==> config.mk <==
export PLATFORM = sky130hd
export DESIGN_NAME = indexed_ordered_list_unit_flat
export DESIGN_NICKNAME = d
export VERILOG_FILES = /design/src/rtl/iol_pkg.sv /design/src/rtl/iol_req_if.sv /design/src/rtl/iol_rsp_if.sv /design/src/rtl/iol_ram.sv /design/src/rtl/iol_min.sv /design/src/rtl/indexed_ordered_list_unit.sv /design/src/flat_wrapper.sv
export SDC_FILE = /design/constraint.sdc
export NUM_CORES = 2
export LEC_CHECK = 0
export BUFFER_PORTS_ARGS = -buffer_cell sky130_fd_sc_hd__buf_4
export CORE_AREA = 2 2 353 425
export DETAILED_ROUTE_END_ITERATION = 16
export DIE_AREA = 0 0 355 427
export REMOVE_ABC_BUFFERS = 1
export SYNTH_ARGS = -nofsm -noshare
export SYNTH_HDL_FRONTEND = slang
export SYNTH_HIERARCHICAL = 1
export SYNTH_SLANG_ARGS = --single-unit
==> constraint.sdc <==
create_clock -name clk -period 8.8 [get_ports clk]
set_input_delay 0.44 -clock clk [delete_from_list [all_inputs] [get_ports clk]]
set_output_delay 0.44 -clock clk [all_outputs]
set_load 0.02 [all_outputs]
==> src/rtl/iol_pkg.sv <==
// Shared constants and codes for the indexed ordered list unit.
`default_nettype none
package iol_pkg;
	localparam int CAPACITY = 32;
	localparam int IDX_W    = $clog2(CAPACITY);
	localparam int CNT_W    = $clog2(CAPACITY + 1);
	localparam int ACT_W    = 3;
	localparam int POS_W    = 6;
	localparam int VAL_W    = 32;
	localparam int STAT_W   = 2;
	localparam int CMP_W    = (CNT_W > POS_W) ? CNT_W : POS_W;

	localparam logic [ACT_W-1:0] ACT_APPEND = 3'd0;
	localparam logic [ACT_W-1:0] ACT_INSERT = 3'd1;
	localparam logic [ACT_W-1:0] ACT_DELETE = 3'd2;
	localparam logic [ACT_W-1:0] ACT_PRINT  = 3'd3;
	localparam logic [ACT_W-1:0] ACT_MIN    = 3'd4;

	localparam logic [STAT_W-1:0] ST_OK    = 2'd0;
	localparam logic [STAT_W-1:0] ST_INDEX = 2'd1;
	localparam logic [STAT_W-1:0] ST_EMPTY = 2'd2;
	localparam logic [STAT_W-1:0] ST_FULL  = 2'd3;
endpackage
`default_nettype wire

==> src/rtl/iol_req_if.sv <==
// Request channel: action, position and value with valid/ready.
`default_nettype none
interface iol_req_if;
	logic                          valid;
	logic                          ready;
	logic [iol_pkg::ACT_W-1:0]     action;
	logic [iol_pkg::POS_W-1:0]     position;
	logic signed [iol_pkg::VAL_W-1:0] value_in;

	modport source (output valid, action, position, value_in, input ready);
	modport sink   (input valid, action, position, value_in, output ready);
endinterface
`default_nettype wire

==> src/rtl/iol_rsp_if.sv <==
// Result channel: value, status and last flag with valid/ready.
`default_nettype none
interface iol_rsp_if;
	logic                             valid;
	logic                             ready;
	logic signed [iol_pkg::VAL_W-1:0] value_out;
	logic [iol_pkg::STAT_W-1:0]       status;
	logic                             last;

	modport source (output valid, value_out, status, last, input ready);
	modport sink   (input valid, value_out, status, last, output ready);
endinterface
`default_nettype wire

==> src/rtl/iol_ram.sv <==
// Generic single-write, single-read RAM with registered read data.
`default_nettype none
module iol_ram #(
	parameter int WIDTH = 32,
	parameter int DEPTH = 32
) (
	input  wire logic                     clk,
	input  wire logic                     we,
	input  wire logic [$clog2(DEPTH)-1:0] waddr,
	input  wire logic [WIDTH-1:0]         wdata,
	input  wire logic                     re,
	input  wire logic [$clog2(DEPTH)-1:0] raddr,
	output logic      [WIDTH-1:0]         rdata
);
	logic [WIDTH-1:0] mem [DEPTH];

	always_ff @(posedge clk) begin
		if (we) begin
			mem[waddr] <= wdata;
		end
		if (re) begin
			rdata <= mem[raddr];
		end
	end
endmodule
`default_nettype wire

==> src/rtl/iol_min.sv <==
// Running signed minimum: one compare-and-select per cycle while en is high.
`default_nettype none
module iol_min (
	input  wire logic                             clk,
	input  wire logic                             en,
	input  wire logic                             first,
	input  wire logic [iol_pkg::VAL_W-1:0]        data,
	output logic signed [iol_pkg::VAL_W-1:0]      best_q
);
	import iol_pkg::*;

	logic take;

	assign take = first || ($signed(data) < best_q);

	always_ff @(posedge clk) begin
		if (en && take) begin
			best_q <= $signed(data);
		end
	end
endmodule
`default_nettype wire

==> src/rtl/indexed_ordered_list_unit.sv <==
// Top level: request sequencer, element RAM, minimum unit, result register.
//
//  channel | dir | payload                     | handshake
//  --------+-----+-----------------------------+-------------------
//  req     | in  | action, position, value_in  | valid/ready
//  rsp     | out | value_out, status, last     | valid/ready
//
// One request at a time; req.ready is high only while the sequencer is idle.
// Insert and delete shifts and the minimum scan walk one entry per cycle through
// the single read port of the element RAM; print reads each entry in S_PR_RD and
// hands it over in S_PR_EM.
// Reset clears the count and control; RAM contents are undefined until written.
// A stalled rsp holds the sequencer only where it has a result to hand over.
`default_nettype none
module indexed_ordered_list_unit (
	input  wire logic  clk,
	input  wire logic  arst_n,
	iol_req_if.sink    req,
	iol_rsp_if.source  rsp
);
	import iol_pkg::*;

	typedef enum logic [3:0] {
		S_IDLE,
		S_UP,
		S_PUT,
		S_DN_HEAD,
		S_DN,
		S_PR_RD,
		S_PR_EM,
		S_MIN,
		S_MIN_END,
		S_RESULT
	} state_t;

	state_t             state_q;
	logic [CNT_W-1:0]   cnt_q;
	logic [CNT_W-1:0]   ptr_q;
	logic [IDX_W-1:0]   pos_q;
	logic [VAL_W-1:0]   val_q;
	logic [VAL_W-1:0]   res_value_q;
	logic [STAT_W-1:0]  res_status_q;
	logic               pend_q;
	logic [IDX_W-1:0]   wa_q;
	logic               mv_q;
	logic               fst_q;

	logic               out_valid_q;
	logic [VAL_W-1:0]   out_value_q;
	logic [STAT_W-1:0]  out_status_q;
	logic               out_last_q;

	logic               accept;
	logic               slot_free;
	logic               emit;
	logic [CMP_W-1:0]   pos_ext;
	logic [CMP_W-1:0]   cnt_ext;
	logic [CMP_W-1:0]   ins_ext;
	logic [CNT_W-1:0]   ptr_m1;
	logic [CNT_W-1:0]   ptr_p1;
	logic               del_ok;

	logic               ram_we;
	logic [IDX_W-1:0]   ram_waddr;
	logic [VAL_W-1:0]   ram_wdata;
	logic               ram_re;
	logic [IDX_W-1:0]   ram_raddr;
	logic [VAL_W-1:0]   ram_rdata;
	logic signed [VAL_W-1:0] best;

	assign accept    = req.valid && req.ready;
	assign req.ready = (state_q == S_IDLE);
	assign slot_free = !out_valid_q || rsp.ready;
	assign emit      = slot_free && ((state_q == S_PR_EM) || (state_q == S_RESULT));
	assign pos_ext   = CMP_W'(req.position);
	assign cnt_ext   = CMP_W'(cnt_q);
	assign ins_ext   = (req.action == ACT_APPEND) ? cnt_ext : pos_ext;
	assign ptr_m1    = ptr_q - CNT_W'(1);
	assign ptr_p1    = ptr_q + CNT_W'(1);
	assign del_ok    = (cnt_q != '0) && (pos_ext < cnt_ext);

	// Write port: pipelined shift writes, or the new value at the insert slot.
	assign ram_we    = pend_q || (state_q == S_PUT);
	assign ram_waddr = (state_q == S_PUT) ? pos_q : wa_q;
	assign ram_wdata = (state_q == S_PUT) ? val_q : ram_rdata;

	always_comb begin
		ram_re    = 1'b0;
		ram_raddr = ptr_q[IDX_W-1:0];
		case (state_q)
			S_IDLE: begin
				ram_re    = accept && (req.action == ACT_DELETE) && del_ok;
				ram_raddr = req.position[IDX_W-1:0];
			end
			S_UP: begin
				ram_re    = (ptr_q > CNT_W'(pos_q));
				ram_raddr = ptr_m1[IDX_W-1:0];
			end
			S_DN:    ram_re = (ptr_q < cnt_q);
			S_PR_RD: ram_re = 1'b1;
			S_MIN:   ram_re = (ptr_q < cnt_q);
			default: ram_re = 1'b0;
		endcase
	end

	iol_ram #(
		.WIDTH (VAL_W),
		.DEPTH (CAPACITY)
	) u_ram (
		.clk   (clk),
		.we    (ram_we),
		.waddr (ram_waddr),
		.wdata (ram_wdata),
		.re    (ram_re),
		.raddr (ram_raddr),
		.rdata (ram_rdata)
	);

	iol_min u_min (
		.clk    (clk),
		.en     (mv_q),
		.first  (fst_q),
		.data   (ram_rdata),
		.best_q (best)
	);

	always_ff @(posedge clk or negedge arst_n) begin
		if (!arst_n) begin
			state_q     <= S_IDLE;
			cnt_q       <= '0;
			ptr_q       <= '0;
			pend_q      <= 1'b0;
			mv_q        <= 1'b0;
			fst_q       <= 1'b0;
			out_valid_q <= 1'b0;
		end else begin
			// a shift read this cycle is written back next cycle
			pend_q <= ram_re && ((state_q == S_UP) || (state_q == S_DN));
			mv_q   <= ram_re && (state_q == S_MIN);
			if (emit) begin
				out_valid_q <= 1'b1;
			end else if (rsp.ready) begin
				out_valid_q <= 1'b0;
			end
			case (state_q)
				S_IDLE: begin
					if (accept) begin
						res_value_q <= '0;
						case (req.action)
							ACT_APPEND, ACT_INSERT: begin
								if (ins_ext > cnt_ext) begin
									res_status_q <= ST_INDEX;
									state_q      <= S_RESULT;
								end else if (cnt_q >= CNT_W'(CAPACITY)) begin
									res_status_q <= ST_FULL;
									state_q      <= S_RESULT;
								end else begin
									pos_q   <= ins_ext[IDX_W-1:0];
									val_q   <= req.value_in;
									ptr_q   <= cnt_q;
									state_q <= S_UP;
								end
							end
							ACT_DELETE: begin
								if (cnt_q == '0) begin
									res_status_q <= ST_EMPTY;
									state_q      <= S_RESULT;
								end else if (!del_ok) begin
									res_status_q <= ST_INDEX;
									state_q      <= S_RESULT;
								end else begin
									pos_q   <= req.position[IDX_W-1:0];
									state_q <= S_DN_HEAD;
								end
							end
							ACT_PRINT, ACT_MIN: begin
								ptr_q <= '0;
								fst_q <= 1'b1;
								if (cnt_q == '0) begin
									res_status_q <= ST_EMPTY;
									state_q      <= S_RESULT;
								end else if (req.action == ACT_PRINT) begin
									state_q <= S_PR_RD;
								end else begin
									state_q <= S_MIN;
								end
							end
							default: state_q <= S_IDLE;
						endcase
					end
				end
				S_UP: begin
					// Move entries up one slot, tail first.
					if (ptr_q > CNT_W'(pos_q)) begin
						wa_q   <= ptr_q[IDX_W-1:0];
						ptr_q  <= ptr_m1;
					end else begin
						state_q <= S_PUT;
					end
				end
				S_PUT: begin
					cnt_q        <= cnt_q + CNT_W'(1);
					res_status_q <= ST_OK;
					state_q      <= S_RESULT;
				end
				S_DN_HEAD: begin
					res_value_q <= ram_rdata;
					ptr_q       <= CNT_W'(pos_q) + CNT_W'(1);
					state_q     <= S_DN;
				end
				S_DN: begin
					// Move entries down one slot, head first.
					if (ptr_q < cnt_q) begin
						wa_q   <= ptr_m1[IDX_W-1:0];
						ptr_q  <= ptr_p1;
					end else begin
						cnt_q        <= cnt_q - CNT_W'(1);
						res_status_q <= ST_OK;
						state_q      <= S_RESULT;
					end
				end
				S_PR_RD: state_q <= S_PR_EM;
				S_PR_EM: begin
					if (slot_free) begin
						out_value_q  <= ram_rdata;
						out_status_q <= ST_OK;
						out_last_q   <= (ptr_p1 == cnt_q);
						ptr_q        <= ptr_p1;
						state_q      <= (ptr_p1 == cnt_q) ? S_IDLE : S_PR_RD;
					end
				end
				S_MIN: begin
					if (mv_q) begin
						fst_q <= 1'b0;
					end
					if (ptr_q < cnt_q) begin
						ptr_q <= ptr_p1;
					end else begin
						state_q <= S_MIN_END;
					end
				end
				S_MIN_END: begin
					res_value_q  <= best;
					res_status_q <= ST_OK;
					state_q      <= S_RESULT;
				end
				S_RESULT: begin
					if (slot_free) begin
						out_value_q  <= res_value_q;
						out_status_q <= res_status_q;
						out_last_q   <= 1'b1;
						state_q      <= S_IDLE;
					end
				end
				default: state_q <= S_IDLE;
			endcase
		end
	end

	assign rsp.valid     = out_valid_q;
	assign rsp.value_out = out_value_q;
	assign rsp.status    = out_status_q;
	assign rsp.last      = out_last_q;

	a_cnt_bound: assert property (@(posedge clk) disable iff (!arst_n)
		cnt_q <= CNT_W'(CAPACITY))
		else $error("element count above capacity");

	a_idle_no_write: assert property (@(posedge clk) disable iff (!arst_n)
		(state_q == S_IDLE) |-> !pend_q)
		else $error("shift write pending while idle");

	a_cnt_step: assert property (@(posedge clk) disable iff (!arst_n)
		(cnt_q != $past(cnt_q)) |->
			((cnt_q == $past(cnt_q) + CNT_W'(1)) || (cnt_q == $past(cnt_q) - CNT_W'(1))))
		else $error("element count moved by more than one");
endmodule
`default_nettype wire

==> src/flat_wrapper.sv <==
// flat-port wrapper written by rule: the top's interface ports become plain ports
module indexed_ordered_list_unit_flat import iol_pkg::*;
  (clk, arst_n, req_valid, req_action, req_position, req_value_in, req_ready, rsp_valid, rsp_value_out, rsp_status, rsp_last, rsp_ready);
  iol_req_if req_i ();
  iol_rsp_if rsp_i ();
  input  wire logic clk;
  input  wire logic arst_n;
  input wire logic [$bits(req_i.valid)-1:0] req_valid;
  input wire logic [$bits(req_i.action)-1:0] req_action;
  input wire logic [$bits(req_i.position)-1:0] req_position;
  input wire logic [$bits(req_i.value_in)-1:0] req_value_in;
  output wire logic [$bits(req_i.ready)-1:0] req_ready;
  output wire logic [$bits(rsp_i.valid)-1:0] rsp_valid;
  output wire logic [$bits(rsp_i.value_out)-1:0] rsp_value_out;
  output wire logic [$bits(rsp_i.status)-1:0] rsp_status;
  output wire logic [$bits(rsp_i.last)-1:0] rsp_last;
  input wire logic [$bits(rsp_i.ready)-1:0] rsp_ready;
  assign req_i.valid = req_valid;
  assign req_i.action = req_action;
  assign req_i.position = req_position;
  assign req_i.value_in = req_value_in;
  assign req_ready = req_i.ready;
  assign rsp_valid = rsp_i.valid;
  assign rsp_value_out = rsp_i.value_out;
  assign rsp_status = rsp_i.status;
  assign rsp_last = rsp_i.last;
  assign rsp_i.ready = rsp_ready;
  indexed_ordered_list_unit u_core (.clk(clk), .arst_n(arst_n), .req(req_i), .rsp(rsp_i));
endmodule
; ---- After elaboration in Yosys (flattened, before gate mapping)
; Memory sizes are Yosys's and may differ from the RTL's. A register that Yosys moved wholly into a read port is not among the register bits.
; Cells that the tools add are included.
; W data, S select, Z words.
[word_totals]
register_bits = 163
ram_bits = 1024
input_bits = 45
elab_cells = 173
memories = 1
[mem_list]
columns = memory, depth, word_bits, read_ports, rd_clocked_by_memory_dff, wr, line_no
row1 = u_core.u_ram.mem, 32, 32, 1, 1, 1, iol_ram.sv:15  ; logic [WIDTH-1:0] mem [DEPTH];
[op_classes]
add_sub_neg = 5
n_lt_le_gt_ge = 6
n_eq_ne = 36
mux = 66
n_bitwise = 2
n_reduce_logical = 41
[op_table]
columns = operator, count
row1 = $mux W32, 4
row2 = $pmux W32 S3, 1
row3 = $pmux W32 S2, 1
row4 = $mux W6, 8
row5 = $mux W4, 11
row6 = $pmux W4 S9, 1
row7 = $mux W5, 7
row8 = $lt A32 B32 Y1, 1
row9 = $pmux W5 S2, 3
row10 = $pmux W6 S5, 1
row11 = $pmux W6 S2, 2
row12 = $reduce_and A8 Y1, 3
row13 = $mux W2, 10
row14 = $ne A2 B2 Y1 const B, 9
row15 = $eq A4 B3 Y1 const B, 4
row16 = $add A6 B1 Y6 const B, 2
row17 = $lt A6 B6 Y1, 2
row18 = $ne A2 B1 Y1 const B, 6
row19 = $ne A3 B3 Y1 const B, 4
row20 = $ne A4 B4 Y1 const B, 3
row21 = $pmux W2 S3, 2
row22 = $pmux W4 S3, 1
row23 = $reduce_and A4 Y1, 3
row24 = $reduce_and A6 Y1, 2
row25 = other kinds (31), 65

; ---- Logic depth before layout (Yosys ltp)
[logic_depth]
word_depth = 7
ltp_mapped = 13
depth_no_buf = 10

; ---- Cells and area by module
; The synthesis kept the hierarchy.
[by_module_without_submodules]
columns = module, instances, cells_per_inst, area_per_inst_um2
row1 = iol_ram, 1, 2260, 40812.9
row2 = indexed_ordered_list_unit, 1, 598, 7373.3
row3 = iol_min, 1, 148, 1784.2

; ---- Worst setup path before layout
; No wires, ideal clock.
[synth_timing]
path_type = input to register
startpoint = input port req_action[2]
endpoint = register u_core.val_q[0] (enable)
setup_ns = 0.421
arrival_ns = 4.010
required_time_ns = 8.379
slack_ns = 4.369
path_stages = 9
path_cell_list = buf_2 nor3_2 mux2_2 ha_1 and4_1 o21a_1 o21a_1 or3_1 nor2_1
[synth_between]
elab_chain_len = 5
elab_cells_between_ends = 7
[synth_lines]
columns = item, line_no
row1 = "start, declared", flat_wrapper.sv:9  ; input wire logic [$bits(req_i.action)-1:0] req_action;
row2 = $logic_not A3 Y1, "indexed_ordered_list_unit.sv:77, indexed_ordered_list_unit.sv:149"
row3 = $mux W6, indexed_ordered_list_unit.sv:77  ; assign ins_ext = (req.action == ACT_APPEND) ? cnt_ext : pos_ext;
row4 = $gt A6 B6 Y1, indexed_ordered_list_unit.sv:151  ; if (ins_ext > cnt_ext) begin
row5 = $not A1 Y1 (no line), --
row6 = $reduce_and A6 Y1 (no line) (*), --
row7 = "end signal, assigned", indexed_ordered_list_unit.sv:159  ; val_q <= req.value_in;
row8 = "end, declared", indexed_ordered_list_unit.sv:40  ; logic [VAL_W-1:0] val_q;
; Every way passes the cells marked *; elsewhere a longest branch is shown, timed or not.
; A chain may end at the register's enable or synchronous reset.

; ---- Final worst setup path
[layout_timing]
startpoint = register u_core.state_q[2]
endpoint = memory u_core.u_ram.mem[18][14] (enable)
[layout_between]
elab_cells_between_ends = 5
[layout_rtl]
columns = item, line_no
row1 = "start, declared", indexed_ordered_list_unit.sv:36  ; state_t state_q;
row2 = "start signal, assigned", indexed_ordered_list_unit.sv:229  ; state_q <= (ptr_p1 == cnt_q) ? S_IDLE : S_PR_RD;
row3 = $eq A4 B2 Y1, indexed_ordered_list_unit.sv:84  ; assign ram_waddr = (state_q == S_PUT) ? pos_q : wa_q;
row4 = $mux W5, indexed_ordered_list_unit.sv:84
row5 = via u_core.ram_waddr[0], indexed_ordered_list_unit.sv:64  ; logic [IDX_W-1:0] ram_waddr;
row6 = "end, declared", iol_ram.sv:15
; The timed path passes the listed nets, and every way through them passes these cells.

==> impl_metrics.yaml <==
timing:
  tightest_slew_ns: 1.10
  hold_viol: 0
  fmax_mhz: 210
  setup_viol: 0
  period_needed_ns: 4.77
  skew_ns: 0.0376
  rsz0062_at_grt: "no"
  finalMaxSlewViolations: 0
  max_slew_margin_pct: 26.4
  period_share_pct: 54.2
route:
  remaining_drc_errors: 0
  first_pass_iters: 7
  vias_per_cell: 5.33
  vias: 27654
  routed_wl_mm: 136
  drtAntennaViolNets: 0
  routedWlPerCell_um: 26.2
  dr.first_iter.drc_count: 2938
cells_and_area:
  post-route-cell-area_mm2: 0.0572
  n_antenna_cell: 0
  fillers: 13463
  fin_nets: 3246
  final_cell_mix: "edfxtp_1 (1199), mux2i_1 (519), a21oi_1 (139), buf_4 (134), nand2_1 (131)"
  register_area_mm2: 0.0365
  mostFrequentLayoutCell: "edfxtp_1"
  area_delta_synth_final_pct: 14.5
  multiInputGateArea_mm2: 0.0127
  drive_gt1_share_pct: 14.4
  stdcell_count: 5193
yosys:
  synthArstFlopShare_pct: 1.64
  yosysWarnings: 6
  synth_area_per_cell_um2: 16.6
  seq_area_frac_synth_pct: 73.1
  synth_cell_types: 80
  synth_edf_count: 1199
  synth_seq_cells: 1219
  synth_cells: 3006
  netlist_area_mm2: 0.0500
  ys.flop_type: "edfxtp_1"
floorplan:
  coreArea_mm2: 0.148
  boundaryPins: 82
  dieArea_mm2: 0.152
  start_util_pct: 33.8
  rows: 155
  dieHeight_um: 427
  die_w_um: 355
clocking:
  htree_levels: 3
  clk_pin_slew_ns: 0.07
  clk_path_buf_depth: 3
  postCtsSetupBuffers: 0
  cts.repair.resized: 0
  clk_latency_ns: 0.77
  cts_tree: "built"
  clockRootBuffer: "clkbuf_16"
  cts_buffers: 115
  cts_num_sinks: 1219
placed_design:
  gp_congestion: 0.850
  dp.cells: 4951
  port-buffer-count: 81
  hpwl_mm: 70.5
  dpl_cell_area_mm2: 0.0530
worst_setup_path:
  worstPathMaxFanout: 39
  ff2ff_path_depth: 6
  cp.required_ns: 9.20
  cp-start-kind: "flop"
  critPathArrivalTime_ns: 5.16
  crit_type: "reg -> reg"
  end_kind: "flop"
hold_path:
  hold_class: "in -> reg"
  whs_path_depth: 2
power_and_ir_drop:
  p_leak_nw: 19.3
  total_power_mw: 21.9
  p_per_area_mw_per_mm2: 383
  irDropWorstVdd_uv: 1040
run:
  max_cap_viol_count: 0
global_route:
  grt_use_total_pct: 17.6
  overflow: 0
  grt_pass1_wl_mm: 194
  grt_pass1_vias: 26824
  antenna_found_initial: 2
  grt_max_degree: 130
status:
  run_status: "finished clean"
## critical path, cell delays in order (launching register included)
cell	delay, ns
dfrtp_1	0.76
nor3_2	0.31
buf_4	0.68
mux2_2	0.45
nand3b_1	0.66
nor2_4	0.98
buf_4	0.51
## logic make-up after synthesis
logic type               after synthesis  synth area share [%]
AO/OA/AOI/OAI                        454                  6.33
buffers and inverters                208                  2.19
multiplexers                         600                  12.2
AND/OR/NAND/NOR                      442                  4.27
flip-flops                          1219                  73.1
adder cells (fa/ha/maj)               61                  1.54
XOR/XNOR                              22                 0.386
## synth_stat cells, types with 49 or more instances
master	instances	area (µm²)
nand3_1	116	581
a22o_1	98	858
mux2i_1	519	5190
nor2_1	72	270
edfxtp_1	1199	36000
mux2_2	81	912
a21oi_1	139	696
ha_1	60	751
inv_1	49	184
a22oi_1	98	736
nand2_1	132	495
clkbuf_1	51	191
## registers in the layout, summed over array words and instances (netlist names)
register              cells
u_core/mv_q               1
u_core/u_min/best_q      32
u_core/rsp.status         2
u_core/pend_q             1
u_core/state_q            4
u_core/rsp.valid          1
u_core/cnt_ext            6
u_core/val_q             32
u_core/pos_q              5
u_core/u_ram/mem       1024
u_core/rsp.last           1
u_core/wa_q               5
u_core/rsp.value_out     32
u_core/res_status_q       2
u_core/u_ram/rdata       32
u_core/res_value_q       32
u_core/ptr_q              6
u_core/fst_q              1
## metal layers
metal  global-route usage, %  part of all wire [%]  up-vias
met2                    29.0                    48     1062
met3                    2.78                   7.1      194
met1                    23.9                    42    14292
met4                    5.59                   2.6        0
li1                        -                     -    12106
met5                       0                     0        -
## report_power, final
group | internal, mW | switching [mW]
Sequential | 7.88 | 0.383
Clock | 2.89 | 2.21
Combinational | 2.94 | 5.63
## timing repair
action | 4_1_cts | 5_1_grt
endpoints found under the hold margin | 53 | 0
hold buffers | 34 | 0
setup endpoints to repair | 0 | 0
## layout make-up
class	instances	area share, %
inverters	51	0.335
flip-flops and latches	1219	63.8
multi-input cells	1579	22.2
clock buffers	140	5.27
repair buffers	174	2.56
clock inverters	68	1.50
well taps	1962	4.29
## per-stage QoR
stage / setup slack, ns / util (%) / hold WS, ns / TNS [ns]
global route: 3.79 / 38.7 / 0.0676 / 0
CTS: 4.04 / 38.7 / 0.0207 / 0
global placement: 4.15 / 35.9 / 0.387 / 0
detailed placement: 4.04 / 35.9 / 0.387 / 0
finish: 4.03 / 38.7 / 0.0556 / 0
floorplan: -47.10 / - / 0.144 / -1507.11
## final timing paths
| path | startpoint | endpoint | slack [ns] |
|---|---|---|---|
| worst max-delay path | u_core/state_q[2] | u_core/u_ram/mem[18][14] | 4.03 |
| max in group asynchronous | arst_n | u_core/ptr_q[4] | 8.34 |
| worst min register to register | u_core/mv_q | u_core/fst_q | 0.48 |
| worst min-delay path | req_position[1] | u_core/pos_q[1] | 0.06 |
| worst max register to register | u_core/state_q[2] | u_core/u_ram/mem[18][14] | 4.03 |
| min in group asynchronous | arst_n | u_core/rsp.valid | 0.15 |
(Power assumes the default switching activity.)
